==> src/rtl/bnc_pkg.sv <==
// ----------------------------------------------------------------------------
// bnc_pkg
// Types, constants and character decode for the bracket nesting checker.
// ----------------------------------------------------------------------------
package bnc_pkg;

  // Default stack depth
  localparam int unsigned STACK_DEPTH_DEF = 64;

  // Field widths
  localparam int unsigned CHAR_W  = 8;
  localparam int unsigned KIND_W  = 2;
  localparam int unsigned SCORE_W = 16;
  localparam int unsigned TOTAL_W = 48;
  localparam int unsigned COMPL_W = 64;
  localparam int unsigned BASE_W  = 4;
  localparam int unsigned CFG_A_W = 3;

  // Register reset values
  localparam logic [SCORE_W-1:0] ROUND_RST  = 16'd3;
  localparam logic [SCORE_W-1:0] SQUARE_RST = 16'd57;
  localparam logic [SCORE_W-1:0] CURLY_RST  = 16'd1197;
  localparam logic [SCORE_W-1:0] ANGLE_RST  = 16'd25137;
  localparam logic [BASE_W-1:0]  BASE_RST   = 4'd5;

  // Register indexes
  localparam logic [CFG_A_W-1:0] REG_ROUND  = 3'd0;
  localparam logic [CFG_A_W-1:0] REG_SQUARE = 3'd1;
  localparam logic [CFG_A_W-1:0] REG_CURLY  = 3'd2;
  localparam logic [CFG_A_W-1:0] REG_ANGLE  = 3'd3;
  localparam logic [CFG_A_W-1:0] REG_BASE   = 3'd4;

  // Bracket kinds
  localparam logic [KIND_W-1:0] KIND_ROUND  = 2'd0;
  localparam logic [KIND_W-1:0] KIND_SQUARE = 2'd1;
  localparam logic [KIND_W-1:0] KIND_CURLY  = 2'd2;
  localparam logic [KIND_W-1:0] KIND_ANGLE  = 2'd3;

  // Bracket characters
  localparam logic [CHAR_W-1:0] CH_OPEN_ROUND   = 8'h28;
  localparam logic [CHAR_W-1:0] CH_CLOSE_ROUND  = 8'h29;
  localparam logic [CHAR_W-1:0] CH_OPEN_SQUARE  = 8'h5B;
  localparam logic [CHAR_W-1:0] CH_CLOSE_SQUARE = 8'h5D;
  localparam logic [CHAR_W-1:0] CH_OPEN_CURLY   = 8'h7B;
  localparam logic [CHAR_W-1:0] CH_CLOSE_CURLY  = 8'h7D;
  localparam logic [CHAR_W-1:0] CH_OPEN_ANGLE   = 8'h3C;
  localparam logic [CHAR_W-1:0] CH_CLOSE_ANGLE  = 8'h3E;

  // Line status codes
  typedef enum logic [1:0] {
    LS_BALANCED   = 2'd0,
    LS_INCOMPLETE = 2'd1,
    LS_CORRUPTED  = 2'd2,
    LS_OVERFLOW   = 2'd3
  } line_status_t;

  // Sequencer states
  typedef enum logic [3:0] {
    ST_IDLE   = 4'b0001,
    ST_REFILL = 4'b0010,
    ST_WALK   = 4'b0100,
    ST_EMIT   = 4'b1000
  } state_t;

  // Decoded bracket
  typedef struct packed {
    logic              hit;
    logic [KIND_W-1:0] kind;
  } kind_t;

  function automatic kind_t opener_kind(input logic [CHAR_W-1:0] c);
    kind_t k;
    k.hit  = 1'b1;
    k.kind = KIND_ROUND;
    case (c)
      CH_OPEN_ROUND:  k.kind = KIND_ROUND;
      CH_OPEN_SQUARE: k.kind = KIND_SQUARE;
      CH_OPEN_CURLY:  k.kind = KIND_CURLY;
      CH_OPEN_ANGLE:  k.kind = KIND_ANGLE;
      default:        k.hit  = 1'b0;
    endcase
    return k;
  endfunction

  function automatic kind_t closer_kind(input logic [CHAR_W-1:0] c);
    kind_t k;
    k.hit  = 1'b1;
    k.kind = KIND_ROUND;
    case (c)
      CH_CLOSE_ROUND:  k.kind = KIND_ROUND;
      CH_CLOSE_SQUARE: k.kind = KIND_SQUARE;
      CH_CLOSE_CURLY:  k.kind = KIND_CURLY;
      CH_CLOSE_ANGLE:  k.kind = KIND_ANGLE;
      default:         k.hit  = 1'b0;
    endcase
    return k;
  endfunction

endpackage

==> src/rtl/bnc_compl.sv <==
// ----------------------------------------------------------------------------
// bnc_compl
// Completion score accumulator: score = score * base + kind + 1, saturating.
// ----------------------------------------------------------------------------
module bnc_compl (
  input  logic                         clk,
  input  logic                         clear,
  input  logic                         step,
  input  logic [bnc_pkg::BASE_W-1:0]   base,
  input  logic [bnc_pkg::KIND_W-1:0]   kind,
  output logic [bnc_pkg::COMPL_W-1:0]  score
);

  localparam int unsigned PROD_W = bnc_pkg::COMPL_W + bnc_pkg::BASE_W;

  logic [bnc_pkg::COMPL_W-1:0] score_r;
  logic [bnc_pkg::COMPL_W-1:0] score_nxt;
  logic [PROD_W-1:0]           prod;
  logic [PROD_W:0]             sum;

  // Multiply-add one stack entry, clamp to all ones on overflow
  always_comb begin
    prod      = PROD_W'(score_r) * PROD_W'(base);
    sum       = (PROD_W+1)'(prod) + (PROD_W+1)'(kind) + (PROD_W+1)'(1);
    score_nxt = score_r;
    if (clear) begin
      score_nxt = '0;
    end else if (step) begin
      if (sum[PROD_W:bnc_pkg::COMPL_W] != '0) begin
        score_nxt = '1;
      end else begin
        score_nxt = sum[bnc_pkg::COMPL_W-1:0];
      end
    end
  end

  always_ff @(posedge clk) begin
    score_r <= score_nxt;
  end

  assign score = score_r;

endmodule

==> config.mk <==
export PLATFORM = sky130hd
export DESIGN_NAME = bnc_compl
export DESIGN_NICKNAME = d
export VERILOG_FILES = /design/src/rtl/bnc_pkg.sv /design/src/rtl/bnc_compl.sv
export SDC_FILE = /design/constraint.sdc
export NUM_CORES = 1
export LEC_CHECK = 0
export ABC_AREA = 0
export BUFFER_PORTS_ARGS = -buffer_cell sky130_fd_sc_hd__buf_2
export CAP_MARGIN = 5
export CORE_MARGIN = 2
export CORE_UTILIZATION = 41
export DETAILED_ROUTE_END_ITERATION = 6
export PLACE_DENSITY = 0.57
export SKIP_LAST_GASP = 1
export SLEW_MARGIN = 20
export SYNTH_ARGS = -nofsm -noshare
export SYNTH_HDL_FRONTEND = slang
export SYNTH_SLANG_ARGS = --single-unit
==> constraint.sdc <==
create_clock -name clk -period 15.3 [get_ports clk]
set_input_delay 0 -clock clk [delete_from_list [all_inputs] [get_ports clk]]
set_output_delay 0 -clock clk [all_outputs]
set_load 0.01 [all_outputs]
==> metrics.yaml, run 1 <==
cts:
  root_buffer: "clkbuf_16"
  htreeDepth: 3
  post_cts_buffers: 0
  cts_hold_buf: 0
  cts_tree: "done"
  clock-sinks: 64
  clk_pin_slew_ns: 0.06
  insertion_delay_ns: 0.36
  numCtsBuffers: 9
  cts-resized-gates: 0
  cts.path.max_buffers: 2
outcome:
  status: "finished, final reports clean"
min_path:
  hold_class: "in2reg"
  min_from: "kind[0]"
logic_synthesis:
  ys_top_cells_by_area: "fa_1, ha_1, and2_1"
  yosysTopAreaCellShare_pct: 22.0
  synth_seq_cells: 64
  yosysWarnings: 0
  yosys.area.top_type: "fa_1"
  ys_types: 59
  synth_edf_count: 0
  synth_cells: 1303
  ys.flop_type: "dfxtp_1"
  syn-num-nets: 1578
  syn-cell-area_sq_um: 11500
  ys_seq_area_share_pct: 11.2
  synth_area_per_cell_sq_um: 8.81
  async_reset_ff_share_pct: 0
cells_and_area:
  drive_gt1_share_pct: 12.0
  largest_register_ffs: 64
  nets: 1594
  final_core_util_pct: 44.6
  fillers: 2788
  num_antenna_cells: 0
  final_cell_mix: "and2_1, ha_1, fa_1"
  area_growth_syn_to_layout_pct: 7.57
  final_common_cell: "and2_1"
floorplanning:
  die-area_sq_um: 29400
  initial_utilization_pct: 41.4
  chipWidth_um: 171
  io_pins: 73
  core_sq_um: 27700
  rows: 61
  die_h_um: 171
timing:
  tightest_slew_ns: 1.12
  finalSetupTns_ns: 0
  min_period_ns: 5.70
  relSlewSlack_pct: 25.6
  period_share_pct: 37.3
  setup_viol: 0
  max_clock_freq_ghz: 0.175
  drv_slew: 0
  finalHoldViolCount: 0
  skew_ns: 0.0137
  rsz0062_at_grt: "no"
global_routing:
  overflow: 0
  grt_first_pass_wirelength_um: 49800
  grt_pass1_vias: 9495
  gr-usage-all-layers_pct: 20.9
  grt_max_degree: 66
  antenna_found_initial: 0
job:
  cap_viol_max_count: 0
route:
  wl_um: 29400
  post-route-drc-count: 0
  antenna_left: 0
  viasPerCell: 5.54
  drtIter0Drc: 493
  vias: 9428
  wl_per_cell_um: 17.3
  firstDrtPassIters: 4
placed_design:
  place.gp.congestion: 0.881
  io_buffers: 72
  dp_hpwl_um: 22000
worst_setup_path:
  crit_start: "score[0]"
  critPathMaxFanout: 46
  cp.required_ns: 15.48
  cp.arrival_ns: 5.88
  startpoint_type: "flip-flop"
  r2r-start: "score[0]"
  crit_path_end_kind: "flip-flop"
  path_class: "reg2reg"
power:
  totalPowerFinal_mw: 2.10
  powerDensity_nw_per_um2: 170
  p_leak_nw: 5.70
  ir_drop_uv: 61.4
synth_stat cells (3+ instances only):
cell type,number
a211oi_1,12
a211oi_2,54
a21boi_0,3
a21o_1,20
a21oi_1,84
a31oi_1,9
and2_1,249
and3_1,3
buf_6,6
clkbuf_1,63
dfxtp_1,64
fa_1,126
ha_1,140
inv_1,33
nand2_1,86
nand3_1,12
nand4_1,26
nor2_1,104
nor3_1,16
o21a_1,12
o21ai_0,43
o21ai_1,3
o21bai_1,12
o221ai_1,5
o31ai_1,5
or3_1,8
or4_1,3
xnor2_1,36
xor2_1,28
layout make-up:
class                      count  area (sq um)  area share, %
timing repair buffer          77           405           3.28
multi-input combinational   1134          9760           79.0
inverter                      33           124           1.00
clock buffer                  12           256           2.08
tap                          378           473           3.83
sequential                    64          1280           10.4
clock inverter                 4          51.3          0.415
power by group:
group,switching (mW),internal [mW],total (mW)
Combinational,0.960,0.618,1.58
Clock,0.0855,0.135,0.221
Sequential,0.0788,0.217,0.296
kinds of logic after synthesis:
kind of cell | synth area share (%)
buffers and inverters | 3.84
AND/OR/NAND/NOR | 24.0
XOR/XNOR | 4.88
flip-flops | 11.2
adder cells (fa/ha/maj) | 37.2
AO/OA/AOI/OAI | 18.8
multiplexers | 0.0872
per-layer routing:
metal	part of all wire (%)	up-vias	global-route usage, %
li1	-	4525	-
met1	52	4684	31.4
met2	43	204	32.4
met3	4.0	15	2.76
met4	0.77	0	3.46
met5	0	-	0
per-stage QoR:
step / setup WS [ns] / area, sq um / cells / hold WS (ns)
finish: 9.60 / 12400 / 1702 / 0.0904
global route: 9.27 / 12400 / 1702 / 0.115
CTS: 9.36 / 12300 / 1702 / 0.0836
detailed placement: 8.97 / 12000 / 1686 / 0.453
global placement: 9.11 / 12000 / 1686 / 0.452
floorplan: 10.28 / 11500 / 1303 / 0.332
path summary, 6_finish.rpt:
| kind | slack (ns) | cells after the start | endpoint |
|---|---|---|---|
| max reg2reg | 9.60 | 18 | score[42] |
| max | 9.60 | 18 | score[42] |
| min | 0.09 | 4 | score[0] |
| min reg2reg | 0.55 | 2 | score[2] |
critical path, stage by stage, from the launching register on:
cell and delay, ns:
dfxtp_1 0.43, nand2_1 0.11, fa_1 0.56, inv_1 0.05, fa_1 0.47, ha_1 0.30
ha_1 0.34, and3_1 0.21, a2111o_1 0.48, a21oi_4 0.25, o2111ai_2 0.18, nand2_1 0.18
nor3_1 0.10, o22ai_2 0.16, o21ai_0 0.25, a311o_1 0.43, nor4_4 0.17, buf_4 0.67
a211oi_1 0.15
Power figures use the tool's default switching activity.
==> run 2: changes to the inputs <==
--- a/config.mk
+++ b/config.mk
@@ -11,7 +11,7 @@
 export CORE_MARGIN = 2
 export CORE_UTILIZATION = 41
 export DETAILED_ROUTE_END_ITERATION = 6
-export PLACE_DENSITY = 0.57
+export PLACE_DENSITY = 0.59
 export SKIP_LAST_GASP = 1
 export SLEW_MARGIN = 20
 export SYNTH_ARGS = -nofsm -noshare
==> constraint.sdc (replaced) <==
create_clock -name clk -period 5.08 [get_ports clk]
set_input_delay 0 -clock clk [delete_from_list [all_inputs] [get_ports clk]]
set_output_delay 0 -clock clk [all_outputs]
set_load 0.01 [all_outputs]
==> run 2 against run 1 <==
Against the previous run: fmax is 16% higher; worst setup slack worse by 9.4 ns; clock-buffer cell count is 3 lower; first-iteration DRC count is 24% higher; critical path type unchanged; clock power grew to 3.4 times the previous value; largest cell class unchanged; critical endpoint is now score[52]; largest power group unchanged.
==> metrics.yaml, run 2 (synthesized netlist as in run 1, its figures left out) <==
outcome:
  status: "finished, final reports clean"
cells_and_area:
  final_core_util_pct: 48.1  # +3.6 points
  drive_gt1_share_pct: 19.9  # +7.8 points
  final_area_sq_um: 13300  # +8.0%
  num_antenna_cells: 0  # unchanged
  final_cell_mix: "and2_1, fa_1, ha_1"
  largest_register_ffs: 64  # unchanged
  area_growth_syn_to_layout_pct: 16.1
  final_common_cell: "and2_1"
  nets: 1665  # +4.5%
  instances_no_fill: 1773  # +4.2%
  fillers: 2684  # -3.7%
worst_setup_path:
  crit_path_end_kind: "flip-flop"
  critPathMaxFanout: 11  # -76%
  cp.arrival_ns: 5.08  # -0.80 ns
  path_class: "reg2reg"
  cp.required_ns: 5.25  # -10.23 ns
  startpoint_type: "flip-flop"
global_routing:
  grt_max_degree: 66  # unchanged
  antenna_found_initial: 0  # unchanged
  gr-usage-all-layers_pct: 22.1  # +1.1 points
  overflow: 0  # unchanged
  grt_first_pass_wirelength_um: 52400  # +5.2%
  grt_pass1_vias: 10100  # +5.9%
cts:
  root_buffer: "clkbuf_16"
  cts_hold_buf: 0  # unchanged
  insertion_delay_ns: 0.35  # about the same
  numCtsBuffers: 9  # unchanged
  clock-sinks: 64  # unchanged
  htreeDepth: 3  # unchanged
  clk_pin_slew_ns: 0.06  # about the same
  cts_tree: "done"
  cts.path.max_buffers: 2  # unchanged
power:
  p_sw_mw: 3.65  # +220%
  ir_drop_uv: 217  # +250%
  seqPwrFrac_pct: 12.4  # -1.7 points
  pwr-share-clk_pct: 10.3  # -0.2 points
  power.internal_mw: 3.54  # +260%
  powerDensity_nw_per_um2: 539  # +220%
  pwr-share-comb_pct: 77.2  # +1.9 points
  p_leak_nw: 6.10  # +7.1%
  switching_share_pct: 50.8  # -2.9 points
floorplanning:
  die_h_um: 171  # unchanged
  core_sq_um: 27700  # unchanged
  io_pins: 73  # unchanged
  die-area_sq_um: 29400  # unchanged
  initial_utilization_pct: 41.4  # unchanged
  chipWidth_um: 171  # unchanged
  rows: 61  # unchanged
route:
  antenna_left: 0  # unchanged
  firstDrtPassIters: 5  # +1
  post-route-drc-count: 0  # unchanged
  drtIter0Drc: 611  # +24%
  vias: 9759  # +3.5%
  wl_um: 31900  # +8.5%
  wl_per_cell_um: 18.0  # +4.1%
  viasPerCell: 5.50  # -0.63%
placed_design:
  post-place-ws_ns: 0.0149  # -8.96 ns
  postPlaceCellArea_sq_um: 12600  # +4.9%
  dp_hpwl_um: 24100  # +9.5%
  place.gp.congestion: 0.949  # +7.8%
  placedCellCount: 1751  # +3.9%
  io_buffers: 72  # unchanged
timing:
  setup_viol: 0  # unchanged
  skew_ns: 0.0118  # -0.00192 ns
  tightest_slew_ns: 1.11  # -0.00580 ns
  period_share_pct: 96.6  # +59 points
  relSlewSlack_pct: 25.9  # +0.39 points
  drv_slew: 0  # unchanged
  layout_setup_ws_ns: 0.174  # -9.43 ns
  finalHoldViolCount: 0  # unchanged
  max_clock_freq_ghz: 0.204  # +16%
  min_period_ns: 4.91  # -0.794 ns
min_path:
  hold_class: "in2reg"
job:
  cap_viol_max_count: 0  # unchanged
## run 2: path summary, 6_finish.rpt
check / startpoint / to / slack (ns) / cells after the start
worst max register to register: score[3] / score[52] / 0.17 / 18
worst min register to register: score[2] / score[2] / 0.52 / 2
worst min-delay path: kind[0] / score[0] / 0.11 / 4
worst max-delay path: score[3] / score[52] / 0.17 / 18
## run 2: stage by stage
stage / setup TNS, ns / hold slack, ns / power (mW)
final: 0 / 0.107 / 7.19
after global routing: -0.0141 / 0.114 / 7.89
after detailed placement: 0 / 0.456 / 6.04
after floorplan: 0 / 0.332 / 4.50
after global placement: 0 / 0.453 / 6.01
after CTS: -0.0745 / 0.0932 / 6.84
## run 2: layout make-up
cell class	instances	area (sq um)	area share (%)
clock buffers	9	225	1.69
clock inverters	7	120	0.901
inverters	33	124	0.929
multi-input cells	1134	10000	75.1
flip-flops and latches	64	1300	9.77
well taps	378	473	3.55
repair buffers	148	1080	8.07
## run 2: power groups by stage
stage | clock network (mW) | registers, mW | logic [mW]
2_1_floorplan | 0 | 0.875 | 3.63
5_1_grt | 0.774 | 0.928 | 6.19
6_report | 0.742 | 0.895 | 5.56
4_1_cts | 0.756 | 0.885 | 5.20
3_3_place_gp | 0 | 0.896 | 5.11
3_5_place_dp | 0 | 0.893 | 5.15
## run 2: critical path: stages (launching register included)
cell       delay, ns
dfxtp_2         0.35
and2_1          0.16
fa_1            0.52
fa_1            0.51
ha_1            0.35
ha_4            0.26
and3_1          0.19
a2111o_1        0.41
a21oi_4         0.20
o2111ai_2       0.16
nand2_1         0.14
nor3_1          0.08
o22ai_2         0.15
o21ai_1         0.12
a311o_1         0.32
nor4_4          0.31
buf_4           0.20
clkbuf_16       0.19
a211oi_1        0.08
## run 2: metal layers
metal | part of all wire (%) | vias to the layer above | GRT usage (%)
li1 | - | 4672 | -
met1 | 50 | 4848 | 32.0
met2 | 46 | 210 | 35.5
met3 | 3.3 | 29 | 2.00
met4 | 1.3 | 0 | 5.23
met5 | 0 | - | 0
## run 2: repair_timing
item,4_1_cts,5_1_grt
setup endpoints to repair,13,64
pin swaps,0,9
gates resized for setup,0,61
buffers inserted,0,3
cloned,0,3
==> run 3: changes to the inputs <==
--- a/config.mk
+++ b/config.mk
@@ -11,7 +11,6 @@
 export CORE_MARGIN = 2
 export CORE_UTILIZATION = 41
 export DETAILED_ROUTE_END_ITERATION = 6
-export PLACE_DENSITY = 0.59
 export SKIP_LAST_GASP = 1
 export SLEW_MARGIN = 20
 export SYNTH_ARGS = -nofsm -noshare
==> run 3 against run 2 <==
Against the previous run: via count up 0.60%; final area rose by 1.2%; cell count increased by 0.56%; clock power is 3.5% higher; critical endpoint is now score[60]; wire length decreased by 0.41%; sequential power fell by 2%; critical path type unchanged; die area unchanged; hold slack got worse by 0.0019 ns.
==> metrics.yaml, run 3 (synthesized netlist as in run 1, its figures left out) <==
outcome:
  status: "finished, final reports clean"
route:
  wl_per_cell_um: 17.8  # -0.97%
  antenna_left: 0  # unchanged
  post-route-drc-count: 0  # unchanged
  viasPerCell: 5.51  # about the same
  firstDrtPassIters: 7  # +2
  wl_um: 31700  # -0.41%
  vias: 9818  # +0.60%
  drtIter0Drc: 533  # -13%
timing:
  drv_slew: 0  # unchanged
  relSlewSlack_pct: 27.2  # +1.2 points
  setup_viol: 0  # unchanged
  hold_ws_ns: 0.105  # -0.00192 ns
  period_share_pct: 96.3  # -0.24 points
  skew_ns: 0.00975  # -0.00207 ns
  max_clock_freq_ghz: 0.204  # +0.25%
  tightest_slew_ns: 1.09  # -0.0187 ns
  finalHoldViolCount: 0  # unchanged
  min_period_ns: 4.89  # -0.0121 ns
cells_and_area:
  fillers: 2680  # -0.15%
  final_cell_mix: "and2_1, fa_1, ha_1"
  largest_register_ffs: 64  # unchanged
  final_core_util_pct: 48.7  # +0.56 points
  area_growth_syn_to_layout_pct: 17.5
  multiInputGateArea_sq_um: 10100  # +0.59%
  drive_gt1_share_pct: 21.1  # +1.3 points
  final_common_cell: "and2_1"
  final_area_sq_um: 13500  # +1.2%
  nets: 1675  # +0.60%
  ff_latch_area_sq_um: 1300  # -0.29%
  num_antenna_cells: 0  # unchanged
floorplanning:
  initial_utilization_pct: 41.4  # unchanged
  chipWidth_um: 171  # unchanged
  die-area_sq_um: 29400  # unchanged
  core_sq_um: 27700  # unchanged
  io_pins: 73  # unchanged
  rows: 61  # unchanged
  die_h_um: 171  # unchanged
worst_setup_path:
  cp.required_ns: 5.26  # about the same
  ff2ff_setup_slack_ns: 0.19  # about the same
  crit_start: "score[11]"
  cp.arrival_ns: 5.07  # about the same
  crit_path_end_kind: "flip-flop"
  path_class: "reg2reg"
  critPathMaxFanout: 10  # -1
  r2r-start: "score[11]"
  startpoint_type: "flip-flop"
global_routing:
  grtUsageMet2_pct: 36.0  # +0.44 points
  met1_usage_pct: 31.5  # -0.49 points
  overflow: 0  # unchanged
  grt_use_met3_pct: 2.16  # +0.16 points
  gr-usage-all-layers_pct: 21.9  # -0.13 points
  grt_first_pass_wirelength_um: 51700  # -1.3%
  grt_pass1_vias: 9940  # -1.1%
  grt-busiest-layer: "met2"
  antenna_found_initial: 0  # unchanged
  grt_max_degree: 66  # unchanged
cts:
  cts.path.max_buffers: 2  # unchanged
  clock-sinks: 64  # unchanged
  htreeDepth: 3  # unchanged
  insertion_delay_ns: 0.35  # about the same
  numCtsBuffers: 9  # unchanged
  cts_tree: "done"
  root_buffer: "clkbuf_16"
  cts_hold_buf: 0  # unchanged
  clk_pin_slew_ns: 0.06  # about the same
placed_design:
  dp_hpwl_um: 23600  # -1.7%
  io_buffers: 72  # unchanged
  postPlaceCellArea_sq_um: 12600  # about the same
  place.gp.congestion: 0.932  # -1.8%
power:
  p_leak_nw: 6.19  # +1.4%
  ir_drop_uv: 185  # -15%
  powerDensity_nw_per_um2: 542  # +0.56%
  totalPowerFinal_mw: 7.32  # +1.7%
min_path:
  hold_class: "in2reg"
  min_from: "kind[0]"
job:
  cap_viol_max_count: 0  # unchanged
[run 3: final cells by class]
type	instances	area share, %
Sequential cell	64	9.63
Clock buffer	11	1.87
Tap cell	378	3.51
Clock inverter	5	0.760
Multi-Input combinational cell	1134	74.7
Inverter	33	0.918
Timing Repair Buffer	158	8.65
[run 3: per-layer routing]
metal / wire [um] / vias to the layer above
li1: - / 4687
met1: 15700 / 4917
met2: 14500 / 189
met3: 1090 / 25
met4: 408 / 0
met5: 0 / -
[run 3: power by group]
group,switching [mW],total (mW),internal [mW]
Sequential,0.218,0.881,0.663
Clock,0.262,0.768,0.506
Combinational,3.23,5.67,2.44
Total,3.71,7.32,3.61
[run 3: what timing repair did]
item / in CTS / in global routing
pin swaps: 4 / 14
setup buffers: 5 / 5
gates cloned: 2 / 3
endpoints found under the setup margin: 64 / 64
hold endpoints to repair: 0 / 0
gates resized for setup: 4 / 60
[run 3: critical path, stage by stage (launching register included)]
cell       delay, ns
dfxtp_2         0.35
and2_1          0.16
fa_1            0.50
fa_1            0.49
ha_1            0.35
ha_4            0.30
nand4_1         0.17
or3_1           0.40
o211ai_2        0.23
a31oi_1         0.11
buf_4           0.18
o31ai_2         0.24
mux2i_1         0.11
a311o_1         0.31
nor4_4          0.28
buf_4           0.18
bufbuf_16       0.29
a211oi_2        0.07
[run 3: metrics by stage]
step           worst slack (ns)  TNS (ns)  cells
2_1_floorplan            0.0619         0   1303
3_3_place_gp           -0.00617   -0.0239   1752
3_5_place_dp            -0.0812     -3.25   1752
4_1_cts                  0.0109         0   1775
5_1_grt                 -0.0470     -1.61   1783
6_report                  0.186         0   1783
[run 3: final timing paths]
kind                     to  depth (start not counted)
setup / recovery  score[60]                         17
hold / removal     score[0]                          4
setup reg to reg  score[60]                         17
hold reg to reg   score[42]                          2
